`src/sv/bgpc_pkg.sv`:
```
// shared types and constants for the battery guarded pump controller
// depends on nothing; imported by every module of the block

package bgpc_pkg;

   localparam int CSR_IDX_W  = 3;
   localparam int CSR_DATA_W = 32;

   // modes
   localparam logic [2:0] MODE_BOOT  = 3'd0;
   localparam logic [2:0] MODE_IDLE  = 3'd1;
   localparam logic [2:0] MODE_PUMP  = 3'd2;
   localparam logic [2:0] MODE_LOWB  = 3'd3;
   localparam logic [2:0] MODE_SLEEP = 3'd4;

   // event kinds
   localparam logic [2:0] FUNC_TICK  = 3'd0;
   localparam logic [2:0] FUNC_BOOT  = 3'd1;
   localparam logic [2:0] FUNC_START = 3'd2;
   localparam logic [2:0] FUNC_STOP  = 3'd3;
   localparam logic [2:0] FUNC_SLEEP = 3'd4;

   // register indexes
   localparam logic [CSR_IDX_W-1:0] CSR_BATTERY_OK   = 3'd0;
   localparam logic [CSR_IDX_W-1:0] CSR_BATTERY_LOW  = 3'd1;
   localparam logic [CSR_IDX_W-1:0] CSR_BATTERY_CRIT = 3'd2;
   localparam logic [CSR_IDX_W-1:0] CSR_DAYLIGHT     = 3'd3;
   localparam logic [CSR_IDX_W-1:0] CSR_MAX_RUN      = 3'd4;
   localparam logic [CSR_IDX_W-1:0] CSR_DEBOUNCE     = 3'd5;
   localparam logic [CSR_IDX_W-1:0] CSR_WATCHDOG     = 3'd6;
   localparam logic [CSR_IDX_W-1:0] CSR_IDLE_TIMEOUT = 3'd7;

   // register reset values
   localparam logic [15:0] RST_BATTERY_OK   = 16'd12800;
   localparam logic [15:0] RST_BATTERY_LOW  = 16'd12000;
   localparam logic [15:0] RST_BATTERY_CRIT = 16'd11800;
   localparam logic [15:0] RST_DAYLIGHT     = 16'd5000;
   localparam logic [31:0] RST_MAX_RUN      = 32'd7200000;
   localparam logic [15:0] RST_DEBOUNCE     = 16'd30;
   localparam logic [31:0] RST_WATCHDOG     = 32'd600000;
   localparam logic [31:0] RST_IDLE_TIMEOUT = 32'd30000;

   // heartbeat: (now / 500) = ((now >> 2) / 125), taken by reciprocal multiply
   localparam int          LED_QUARTER_W = 30;
   localparam int          LED_RECIP_W   = 31;
   localparam int          LED_SHIFT     = 37;
   localparam logic [LED_RECIP_W-1:0] LED_RECIP = 31'd1099511628;

   typedef struct packed {
      logic [15:0] battery_ok_mv;
      logic [15:0] battery_low_mv;
      logic [15:0] battery_critical_mv;
      logic [15:0] daylight_mv;
      logic [31:0] run_limit_ms;
      logic [15:0] debounce_ms;
      logic [31:0] watchdog_ms;
      logic [31:0] idle_timeout_ms;
   } cfg_type;

   typedef struct packed {
      logic [2:0]  func;
      logic [31:0] now_ms;
      logic [15:0] battery_mv;
      logic [15:0] solar_mv;
      logic        button_level;
      logic        woke_by_button;
   } req_type;

   typedef struct packed {
      logic [2:0]  mode;
      logic        pump_on;
      logic        sleep_request;
      logic        led_on;
      logic [31:0] run_ms;
      logic        start_refused;
   } rsp_type;

   typedef struct packed {
      logic [2:0]  mode_state;
      logic [31:0] pump_start_time;
      logic [31:0] last_command_time;
      logic [31:0] button_edge_time;
      logic        button_last_level;
      logic        button_stable_level;
   } state_type;

endpackage

```
`src/sv/bgpc_if.sv`:
```
// valid/ready channel interfaces for event items and result items
// no dependencies

interface bgpc_req_if;
   logic        valid;
   logic        ready;
   logic [2:0]  func;
   logic [31:0] now_ms;
   logic [15:0] battery_mv;
   logic [15:0] solar_mv;
   logic        button_level;
   logic        woke_by_button;

   modport source (output valid, func, now_ms, battery_mv, solar_mv, button_level,
                   woke_by_button, input ready);
   modport sink (input valid, func, now_ms, battery_mv, solar_mv, button_level,
                 woke_by_button, output ready);
endinterface

interface bgpc_rsp_if;
   logic        valid;
   logic        ready;
   logic [2:0]  mode;
   logic        pump_on;
   logic        sleep_request;
   logic        led_on;
   logic [31:0] run_ms;
   logic        start_refused;

   modport source (output valid, mode, pump_on, sleep_request, led_on, run_ms,
                   start_refused, input ready);
   modport sink (input valid, mode, pump_on, sleep_request, led_on, run_ms,
                 start_refused, output ready);
endinterface

```
`src/sv/battery_guarded_pump_controller.sv`:
```
// top level of the battery guarded pump controller
// depends on bgpc_pkg, bgpc_if, bgpc_csr and bgpc_core
//
// Each event item gives exactly one result item. The block takes one item per
// clock while the result side does not stall: the item lands in an input
// register, then the event step runs in one pass of compare logic and a
// single reciprocal multiply for the heartbeat and loads the result into an
// output register that holds it while the result side stalls. The user must
// write configuration registers through csr_we/csr_index/csr_wdata only
// while no item is in flight; the block itself does not enforce this.

module battery_guarded_pump_controller
   import bgpc_pkg::*;
(
   input  logic                  clock,
   input  logic                  reset,
   bgpc_req_if.sink              req_if,
   bgpc_rsp_if.source            rsp_if,
   input  logic                  csr_we,
   input  logic [CSR_IDX_W-1:0]  csr_index,
   input  logic [CSR_DATA_W-1:0] csr_wdata
);

   cfg_type cfg;
   req_type req_in, req_ff;
   rsp_type rsp_in, rsp_ff;
   logic    in_valid_ff, in_valid_in;
   logic    out_valid_ff, out_valid_in;
   logic    advance;

   bgpc_csr u_csr (
      .clock     (clock),
      .reset     (reset),
      .csr_we    (csr_we),
      .csr_index (csr_index),
      .csr_wdata (csr_wdata),
      .cfg       (cfg)
   );

   bgpc_core u_core (
      .clock   (clock),
      .reset   (reset),
      .step_en (advance),
      .req     (req_ff),
      .cfg     (cfg),
      .rsp     (rsp_in)
   );

   assign advance      = in_valid_ff && (!out_valid_ff || rsp_if.ready);
   assign req_if.ready = !in_valid_ff || advance;

   always_comb begin
      req_in.func           = req_if.func;
      req_in.now_ms         = req_if.now_ms;
      req_in.battery_mv     = req_if.battery_mv;
      req_in.solar_mv       = req_if.solar_mv;
      req_in.button_level   = req_if.button_level;
      req_in.woke_by_button = req_if.woke_by_button;
      in_valid_in  = (req_if.valid && req_if.ready) || (in_valid_ff && !advance);
      out_valid_in = advance || (out_valid_ff && !rsp_if.ready);
   end

   always_ff @(posedge clock) begin
      if (reset) begin
         in_valid_ff  <= 1'b0;
         out_valid_ff <= 1'b0;
      end else begin
         in_valid_ff  <= in_valid_in;
         out_valid_ff <= out_valid_in;
      end
   end

   always_ff @(posedge clock) begin
      if (req_if.valid && req_if.ready) begin
         req_ff <= req_in;
      end
      if (advance) begin
         rsp_ff <= rsp_in;
      end
   end

   assign rsp_if.valid         = out_valid_ff;
   assign rsp_if.mode          = rsp_ff.mode;
   assign rsp_if.pump_on       = rsp_ff.pump_on;
   assign rsp_if.sleep_request = rsp_ff.sleep_request;
   assign rsp_if.led_on        = rsp_ff.led_on;
   assign rsp_if.run_ms        = rsp_ff.run_ms;
   assign rsp_if.start_refused = rsp_ff.start_refused;

endmodule

```
`src/sv/bgpc_csr.sv`:
```
// configuration register file, written through a plain write port
// depends on bgpc_pkg

module bgpc_csr
   import bgpc_pkg::*;
(
   input  logic                  clock,
   input  logic                  reset,
   input  logic                  csr_we,
   input  logic [CSR_IDX_W-1:0]  csr_index,
   input  logic [CSR_DATA_W-1:0] csr_wdata,
   output cfg_type               cfg
);

   cfg_type cfg_ff, cfg_in;

   always_comb begin
      cfg_in = cfg_ff;
      if (csr_we) begin
         case (csr_index)
            CSR_BATTERY_OK:   cfg_in.battery_ok_mv       = csr_wdata[15:0];
            CSR_BATTERY_LOW:  cfg_in.battery_low_mv      = csr_wdata[15:0];
            CSR_BATTERY_CRIT: cfg_in.battery_critical_mv = csr_wdata[15:0];
            CSR_DAYLIGHT:     cfg_in.daylight_mv         = csr_wdata[15:0];
            CSR_MAX_RUN:      cfg_in.run_limit_ms        = csr_wdata;
            CSR_DEBOUNCE:     cfg_in.debounce_ms         = csr_wdata[15:0];
            CSR_WATCHDOG:     cfg_in.watchdog_ms         = csr_wdata;
            CSR_IDLE_TIMEOUT: cfg_in.idle_timeout_ms     = csr_wdata;
            default: ;
         endcase
      end
   end

   always_ff @(posedge clock) begin
      if (reset) begin
         cfg_ff.battery_ok_mv       <= RST_BATTERY_OK;
         cfg_ff.battery_low_mv      <= RST_BATTERY_LOW;
         cfg_ff.battery_critical_mv <= RST_BATTERY_CRIT;
         cfg_ff.daylight_mv         <= RST_DAYLIGHT;
         cfg_ff.run_limit_ms        <= RST_MAX_RUN;
         cfg_ff.debounce_ms         <= RST_DEBOUNCE;
         cfg_ff.watchdog_ms         <= RST_WATCHDOG;
         cfg_ff.idle_timeout_ms     <= RST_IDLE_TIMEOUT;
      end else begin
         cfg_ff <= cfg_in;
      end
   end

   assign cfg = cfg_ff;

endmodule

```
`src/sv/bgpc_core.sv`:
```
// controller state and single-pass event step logic
// depends on bgpc_pkg

module bgpc_core
   import bgpc_pkg::*;
(
   input  logic    clock,
   input  logic    reset,
   input  logic    step_en,
   input  req_type req,
   input  cfg_type cfg,
   output rsp_type rsp
);

   state_type st_ff, st_in;
   logic      sleep_req;
   logic      refused;
   logic      press;
   logic [31:0] age;
   logic [LED_QUARTER_W+LED_RECIP_W-1:0] led_prod;

   always_comb begin
      st_in     = st_ff;
      sleep_req = 1'b0;
      refused   = 1'b0;
      press     = 1'b0;
      age       = 32'd0;
      case (req.func)
         FUNC_BOOT: begin
            st_in.button_last_level   = 1'b1;
            st_in.button_stable_level = 1'b1;
            st_in.button_edge_time    = req.now_ms;
            st_in.last_command_time   = req.now_ms;
            st_in.pump_start_time     = 32'd0;
            if (req.battery_mv < cfg.battery_low_mv) begin
               st_in.mode_state = MODE_LOWB;
               sleep_req        = 1'b1;
            end else if (req.woke_by_button || req.solar_mv >= cfg.daylight_mv) begin
               st_in.mode_state      = MODE_PUMP;
               st_in.pump_start_time = req.now_ms;
            end else begin
               st_in.mode_state = MODE_IDLE;
            end
         end
         FUNC_START: begin
            st_in.last_command_time = req.now_ms;
            if (st_ff.mode_state == MODE_IDLE && req.battery_mv >= cfg.battery_ok_mv) begin
               st_in.mode_state      = MODE_PUMP;
               st_in.pump_start_time = req.now_ms;
            end else begin
               refused = 1'b1;
            end
         end
         FUNC_STOP: begin
            st_in.last_command_time = req.now_ms;
            if (st_ff.mode_state == MODE_PUMP) begin
               st_in.mode_state = MODE_IDLE;
            end
         end
         FUNC_SLEEP: begin
            st_in.mode_state = MODE_SLEEP;
            sleep_req        = 1'b1;
         end
         FUNC_TICK: begin
            if (st_ff.mode_state == MODE_IDLE || st_ff.mode_state == MODE_PUMP) begin
               // button debounce
               if (req.button_level != st_ff.button_last_level) begin
                  st_in.button_edge_time  = req.now_ms;
                  st_in.button_last_level = req.button_level;
               end
               age = req.now_ms - st_in.button_edge_time;
               if (age > {16'd0, cfg.debounce_ms} &&
                   req.button_level != st_ff.button_stable_level) begin
                  st_in.button_stable_level = req.button_level;
                  press = !req.button_level;
               end
               // press toggles idle and pumping
               if (press) begin
                  st_in.last_command_time = req.now_ms;
                  if (st_in.mode_state == MODE_PUMP) begin
                     st_in.mode_state = MODE_IDLE;
                  end else if (req.battery_mv >= cfg.battery_ok_mv) begin
                     st_in.mode_state      = MODE_PUMP;
                     st_in.pump_start_time = req.now_ms;
                  end else begin
                     refused = 1'b1;
                  end
               end
               // pumping guards
               if (st_in.mode_state == MODE_PUMP) begin
                  if (req.battery_mv < cfg.battery_critical_mv) begin
                     st_in.mode_state = MODE_LOWB;
                     sleep_req        = 1'b1;
                  end else begin
                     if (req.now_ms - st_in.pump_start_time >= cfg.run_limit_ms) begin
                        st_in.mode_state = MODE_IDLE;
                     end
                     if (req.now_ms - st_in.last_command_time >= cfg.watchdog_ms) begin
                        st_in.last_command_time = req.now_ms;
                     end
                  end
               end
               // idle timeout
               if (st_in.mode_state == MODE_IDLE &&
                   req.now_ms - st_in.last_command_time > cfg.idle_timeout_ms) begin
                  st_in.mode_state = MODE_SLEEP;
                  sleep_req        = 1'b1;
               end
            end
         end
         default: ;
      endcase
   end

   // parity of now / 500
   assign led_prod = {{LED_RECIP_W{1'b0}}, req.now_ms[31:2]} *
                     {{LED_QUARTER_W{1'b0}}, LED_RECIP};

   always_comb begin
      rsp.mode          = st_in.mode_state;
      rsp.pump_on       = (st_in.mode_state == MODE_PUMP);
      rsp.sleep_request = sleep_req;
      rsp.led_on        = (st_in.mode_state == MODE_PUMP) && led_prod[LED_SHIFT];
      rsp.run_ms        = (st_in.mode_state == MODE_PUMP) ?
                          (req.now_ms - st_in.pump_start_time) : 32'd0;
      rsp.start_refused = refused;
   end

   always_ff @(posedge clock) begin
      if (reset) begin
         st_ff.mode_state          <= MODE_BOOT;
         st_ff.pump_start_time     <= 32'd0;
         st_ff.last_command_time   <= 32'd0;
         st_ff.button_edge_time    <= 32'd0;
         st_ff.button_last_level   <= 1'b1;
         st_ff.button_stable_level <= 1'b1;
      end else if (step_en) begin
         st_ff <= st_in;
      end
   end

endmodule
```
`src/flat_wrapper.sv`:
```
// flat-port wrapper written by rule: the top's interface ports become plain ports
module battery_guarded_pump_controller_flat import bgpc_pkg::*;
  (clock, reset, csr_we, csr_index, csr_wdata, req_if_valid, req_if_func, req_if_now_ms, req_if_battery_mv, req_if_solar_mv, req_if_button_level, req_if_woke_by_button, req_if_ready, rsp_if_valid, rsp_if_mode, rsp_if_pump_on, rsp_if_sleep_request, rsp_if_led_on, rsp_if_run_ms, rsp_if_start_refused, rsp_if_ready);
  bgpc_req_if req_if_i ();
  bgpc_rsp_if rsp_if_i ();
  input  logic clock;
  input  logic reset;
  input  logic csr_we;
  input  logic [CSR_IDX_W-1:0] csr_index;
  input  logic [CSR_DATA_W-1:0] csr_wdata;
  input wire logic [$bits(req_if_i.valid)-1:0] req_if_valid;
  input wire logic [$bits(req_if_i.func)-1:0] req_if_func;
  input wire logic [$bits(req_if_i.now_ms)-1:0] req_if_now_ms;
  input wire logic [$bits(req_if_i.battery_mv)-1:0] req_if_battery_mv;
  input wire logic [$bits(req_if_i.solar_mv)-1:0] req_if_solar_mv;
  input wire logic [$bits(req_if_i.button_level)-1:0] req_if_button_level;
  input wire logic [$bits(req_if_i.woke_by_button)-1:0] req_if_woke_by_button;
  output wire logic [$bits(req_if_i.ready)-1:0] req_if_ready;
  output wire logic [$bits(rsp_if_i.valid)-1:0] rsp_if_valid;
  output wire logic [$bits(rsp_if_i.mode)-1:0] rsp_if_mode;
  output wire logic [$bits(rsp_if_i.pump_on)-1:0] rsp_if_pump_on;
  output wire logic [$bits(rsp_if_i.sleep_request)-1:0] rsp_if_sleep_request;
  output wire logic [$bits(rsp_if_i.led_on)-1:0] rsp_if_led_on;
  output wire logic [$bits(rsp_if_i.run_ms)-1:0] rsp_if_run_ms;
  output wire logic [$bits(rsp_if_i.start_refused)-1:0] rsp_if_start_refused;
  input wire logic [$bits(rsp_if_i.ready)-1:0] rsp_if_ready;
  assign req_if_i.valid = req_if_valid;
  assign req_if_i.func = req_if_func;
  assign req_if_i.now_ms = req_if_now_ms;
  assign req_if_i.battery_mv = req_if_battery_mv;
  assign req_if_i.solar_mv = req_if_solar_mv;
  assign req_if_i.button_level = req_if_button_level;
  assign req_if_i.woke_by_button = req_if_woke_by_button;
  assign req_if_ready = req_if_i.ready;
  assign rsp_if_valid = rsp_if_i.valid;
  assign rsp_if_mode = rsp_if_i.mode;
  assign rsp_if_pump_on = rsp_if_i.pump_on;
  assign rsp_if_sleep_request = rsp_if_i.sleep_request;
  assign rsp_if_led_on = rsp_if_i.led_on;
  assign rsp_if_run_ms = rsp_if_i.run_ms;
  assign rsp_if_start_refused = rsp_if_i.start_refused;
  assign rsp_if_i.ready = rsp_if_ready;
  battery_guarded_pump_controller u_core (.clock(clock), .reset(reset), .req_if(req_if_i), .rsp_if(rsp_if_i), .csr_we(csr_we), .csr_index(csr_index), .csr_wdata(csr_wdata));
endmodule
```
`config.mk`:
```
export PLATFORM = sky130hd
export DESIGN_NAME = battery_guarded_pump_controller_flat
export DESIGN_NICKNAME = d
export VERILOG_FILES = /design/src/sv/bgpc_pkg.sv /design/src/sv/bgpc_if.sv /design/src/sv/battery_guarded_pump_controller.sv /design/src/sv/bgpc_csr.sv /design/src/sv/bgpc_core.sv /design/src/flat_wrapper.sv
export SDC_FILE = /design/constraint.sdc
export NUM_CORES = 2
export LEC_CHECK = 0
export ABC_AREA = 1
export BUFFER_PORTS_ARGS = -buffer_cell sky130_fd_sc_hd__buf_4
export CELL_PAD_IN_SITES_DETAIL_PLACEMENT = 1
export CELL_PAD_IN_SITES_GLOBAL_PLACEMENT = 1
export CORE_UTILIZATION = 40
export CTS_CLUSTER_DIAMETER = 50
export DETAILED_ROUTE_END_ITERATION = 6
export PLACE_DENSITY_LB_ADDON = 0.1
export SLEW_MARGIN = 20
export SYNTH_ARGS = -nofsm -noshare
export SYNTH_HDL_FRONTEND = slang
export SYNTH_SLANG_ARGS = --single-unit
```
`constraint.sdc`:
```
create_clock -name clock -period 14.72 [get_ports clock]
set_input_delay 1.472 -clock clock [delete_from_list [all_inputs] [get_ports clock]]
set_output_delay 1.472 -clock clock [all_outputs]
set_load 0.1 [all_outputs]
```
==> metrics <==
Logic pwr share=0.602; unique cell type count in the Yosys netlist=55; DP Cell Count=6148; Clock Power Share=0.236; crit path DAT=13.82 ns; 1st-iter DRT viols=1933; post-synthesis sequential area ratio=0.236; largest net degree at the start of global routing=114; Seq cells post-synth=387; Cell Pwr Density=173 mW/mm^2; # IOs=150; count of final setup violators=0; Fin. Hold Viols=0; multiplexer share of the synthesized area=0; switching share of power=0.455; Port Buffers=149; DIE WIDTH=308 um; CP peak stage delay=0.46 ns; CTS root buf=clkbuf_16; Post-Synth Simple-Gate Area=0.126; vias in the first global route=35000; Chip Height=308 um; Tot GR Track Use=0.292; Syn Nets=5716; final core occ=0.463; drt pass-1 iters=6; initial antenna violation count=3; area grow syn2layout=14.2%; CTS sink cnt=387; Setup crit end kind=register; area share of fa/ha/maj cells after synthesis=0.303; Final TNS setup=0 ns; Synth Instances=4830; most used cell, CP=nand2_1; Yosys warning total=0; Psw=3.36 mW; initial core utilization=0.406; Slew Limit Headroom=0.285; status=finished clean; ys async rst share=0; Peak supply drop=0.513 mV; crit path max fanout=32; Compound-Gate Fraction of Synth Area=0.187; Worst Path Required=15.11 ns; share of layout cells above drive strength 1=0.0853; cell area after synthesis=0.0374 sq mm; Avg Cell Area, Syn=7.73 sq um; commonest non-fill, non-tap cell in the layout=inv_1; Num CTS Buffers=72; slew of the pin with the lowest slew margin=1.07 ns; crit path kind=reg -> reg; static leakage power=20.6 nW; Max H-tree Level=3; die area=0.0946 sq mm; final worst-path cycle share=0.913; sequential share of power=0.162; Worst-Skew Late Latency=0.65 ns; CP max-delay cell=ha_2; number of synthesized flops with an enable pin=108; row count=111; GRT overflow=0; Post-CTS Hold Buffers=0; clk_skew=0.0356 ns; Cell Count, Final, Fillers Out=6285; n_diodes=0; ys flop type=dfxtp_1; most frequent cells in the layout=920 x inv_1, 724 x nand2_1, 588 x a21oi_1, 561 x ha_1, 460 x o21ai_0; drt drc=0; max-slew violations=0; routed vias/inst=5.37; Startpoint Class=register; minimum clock period=13.44 ns; xor and xnor area share after synthesis=0.0373; FMAX=0.0744 GHz; Clock transition at path regs=0.05 ns; CTS tree=yes; internal power=4.02 mW; Core Region=0.0921 sq mm; Antenna Violating Nets Remaining=0; first-pass GRT wire length=208000 um; worst hold-check path type=reg -> reg; pre-CTS setup slack=-0.0621 ns; maximum clock path buffer count=3; GPL Wtd Cong=0.926; Avg WL per Cell=21.9 um; fin worst setup slack=1.28 ns; Vias=33700; max-cap check violation count=0; main combinational cell family by area after synthesis=adder cells; total wire length=138000 um; HPWL after DPL=105000 um; fin nets=5868
cells by family after synthesis:
logic type / after synthesis
xor gates and xnor gates: 159
DFF: 387
buffers and inverters: 1076
and+or+nand+nor: 1138
AOI/OAI and AO/OA: 1293
adders and majority gates: 777
routing by layer:
layer  routed length [um]  track usage  part of all wire  vias up
met1                59500        0.360              0.43    16500
met5                    0            0                 0        -
met3                 5240       0.0330             0.038      251
met4                 6560        0.131             0.048        0
met2                66400        0.507              0.48      722
li1                     -            -                 -    16200
metrics by stage:
stage	hold WS, ns	instance area (sq um)	total power, mW
after floorplan	0.429	37400	4.42
after global placement	0.442	40000	5.55
after detailed placement	0.450	40000	5.67
after CTS	0.458	42500	7.47
after global routing	0.476	42600	8.13
final	0.459	42600	7.38
state kept, by name, summed over array words and instances (netlist names):
register / count
u_core.in_valid_ff: 1
u_core.u_csr.cfg: 176
u_core.rsp_if.sleep_request: 1
u_core.req_ff: 69
u_core.rsp_if.mode: 3
u_core.rsp_if.start_refused: 1
u_core.rsp_if.led_on: 1
u_core.rsp_if.pump_on: 1
u_core.rsp_if.valid: 1
u_core.rsp_if.run_ms: 32
u_core.u_core.st_ff: 101
final timing paths:
path	startpoint	end	slack [ns]	cells past startpoint
worst max-delay path	u_core.req_ff[1]$_DFFE_PP_	u_core.rsp_if.run_ms[31]$_SDFFCE_PP0P_	1.28	87
worst min-delay path	u_core.u_core.st_ff[29]$_SDFFE_PP0P_	u_core.u_core.st_ff[29]$_SDFFE_PP0P_	0.46	2
worst max register to register	u_core.req_ff[1]$_DFFE_PP_	u_core.rsp_if.run_ms[31]$_SDFFCE_PP0P_	1.28	87
worst min register to register	u_core.u_core.st_ff[29]$_SDFFE_PP0P_	u_core.u_core.st_ff[29]$_SDFFE_PP0P_	0.46	2
synthesized netlist by cell type (all sizes together), types with 7 or more instances:
library cell    n  area share
a211oi          9      0.0018
a21boi         12      0.0024
a21o           10      0.0020
a21oi         592       0.079
a31oi          13      0.0022
buf            23      0.0043
clkbuf        124       0.013
dfxtp         279        0.15
edfxtp        108       0.087
fa            215        0.12
ha            562        0.19
inv           926       0.093
nand2         735       0.075
nand3          75       0.010
nand4          29      0.0049
nor2          239       0.026
nor3           39      0.0055
nor4            8      0.0020
o211ai         83       0.017
o21a           11      0.0022
o21ai         498       0.067
o21bai          8      0.0016
o221ai          7      0.0016
o22ai          33      0.0055
xnor2          64       0.015
xor2           95       0.022
critical path, delay by kind of cell (launching register included):
family                     cells  cell delay, ns
adders and majority gates      8            2.70
xor gates and xnor gates       3            0.51
and+or+nand+nor               50            5.21
buffers and inverters          4            0.56
AOI/OAI and AO/OA             22            3.69
DFF                            1            0.43
timing repair:
action                                  in CTS  in global routing
buffers inserted                             0                  1
gates cloned                                 0                  1
pin swaps                                    0                  2
resized for setup                            1                 28
endpoints found under the setup margin      34                 39
layout make-up:
| type | count | area (sq um) |
|---|---|---|
| clock inverters | 46 | 591 |
| inverters | 929 | 3490 |
| flip-flops and latches | 387 | 8830 |
| clock buffers | 88 | 1930 |
| repair buffers | 224 | 1730 |
| well taps | 1243 | 1560 |
| multi-input cells | 3368 | 24500 |
| fillers | 11300 | 49400 |
power groups by stage:
stage          logic (mW)  clock network [mW]  registers [mW]
6_report             4.44                1.74            1.20
4_1_cts              4.49                1.78            1.20
5_1_grt              5.11                1.82            1.20
3_5_place_dp         4.46                   0            1.22
2_1_floorplan        3.13                   0            1.28
3_3_place_gp         4.33                   0            1.22
(Power assumes the default switching activity.)
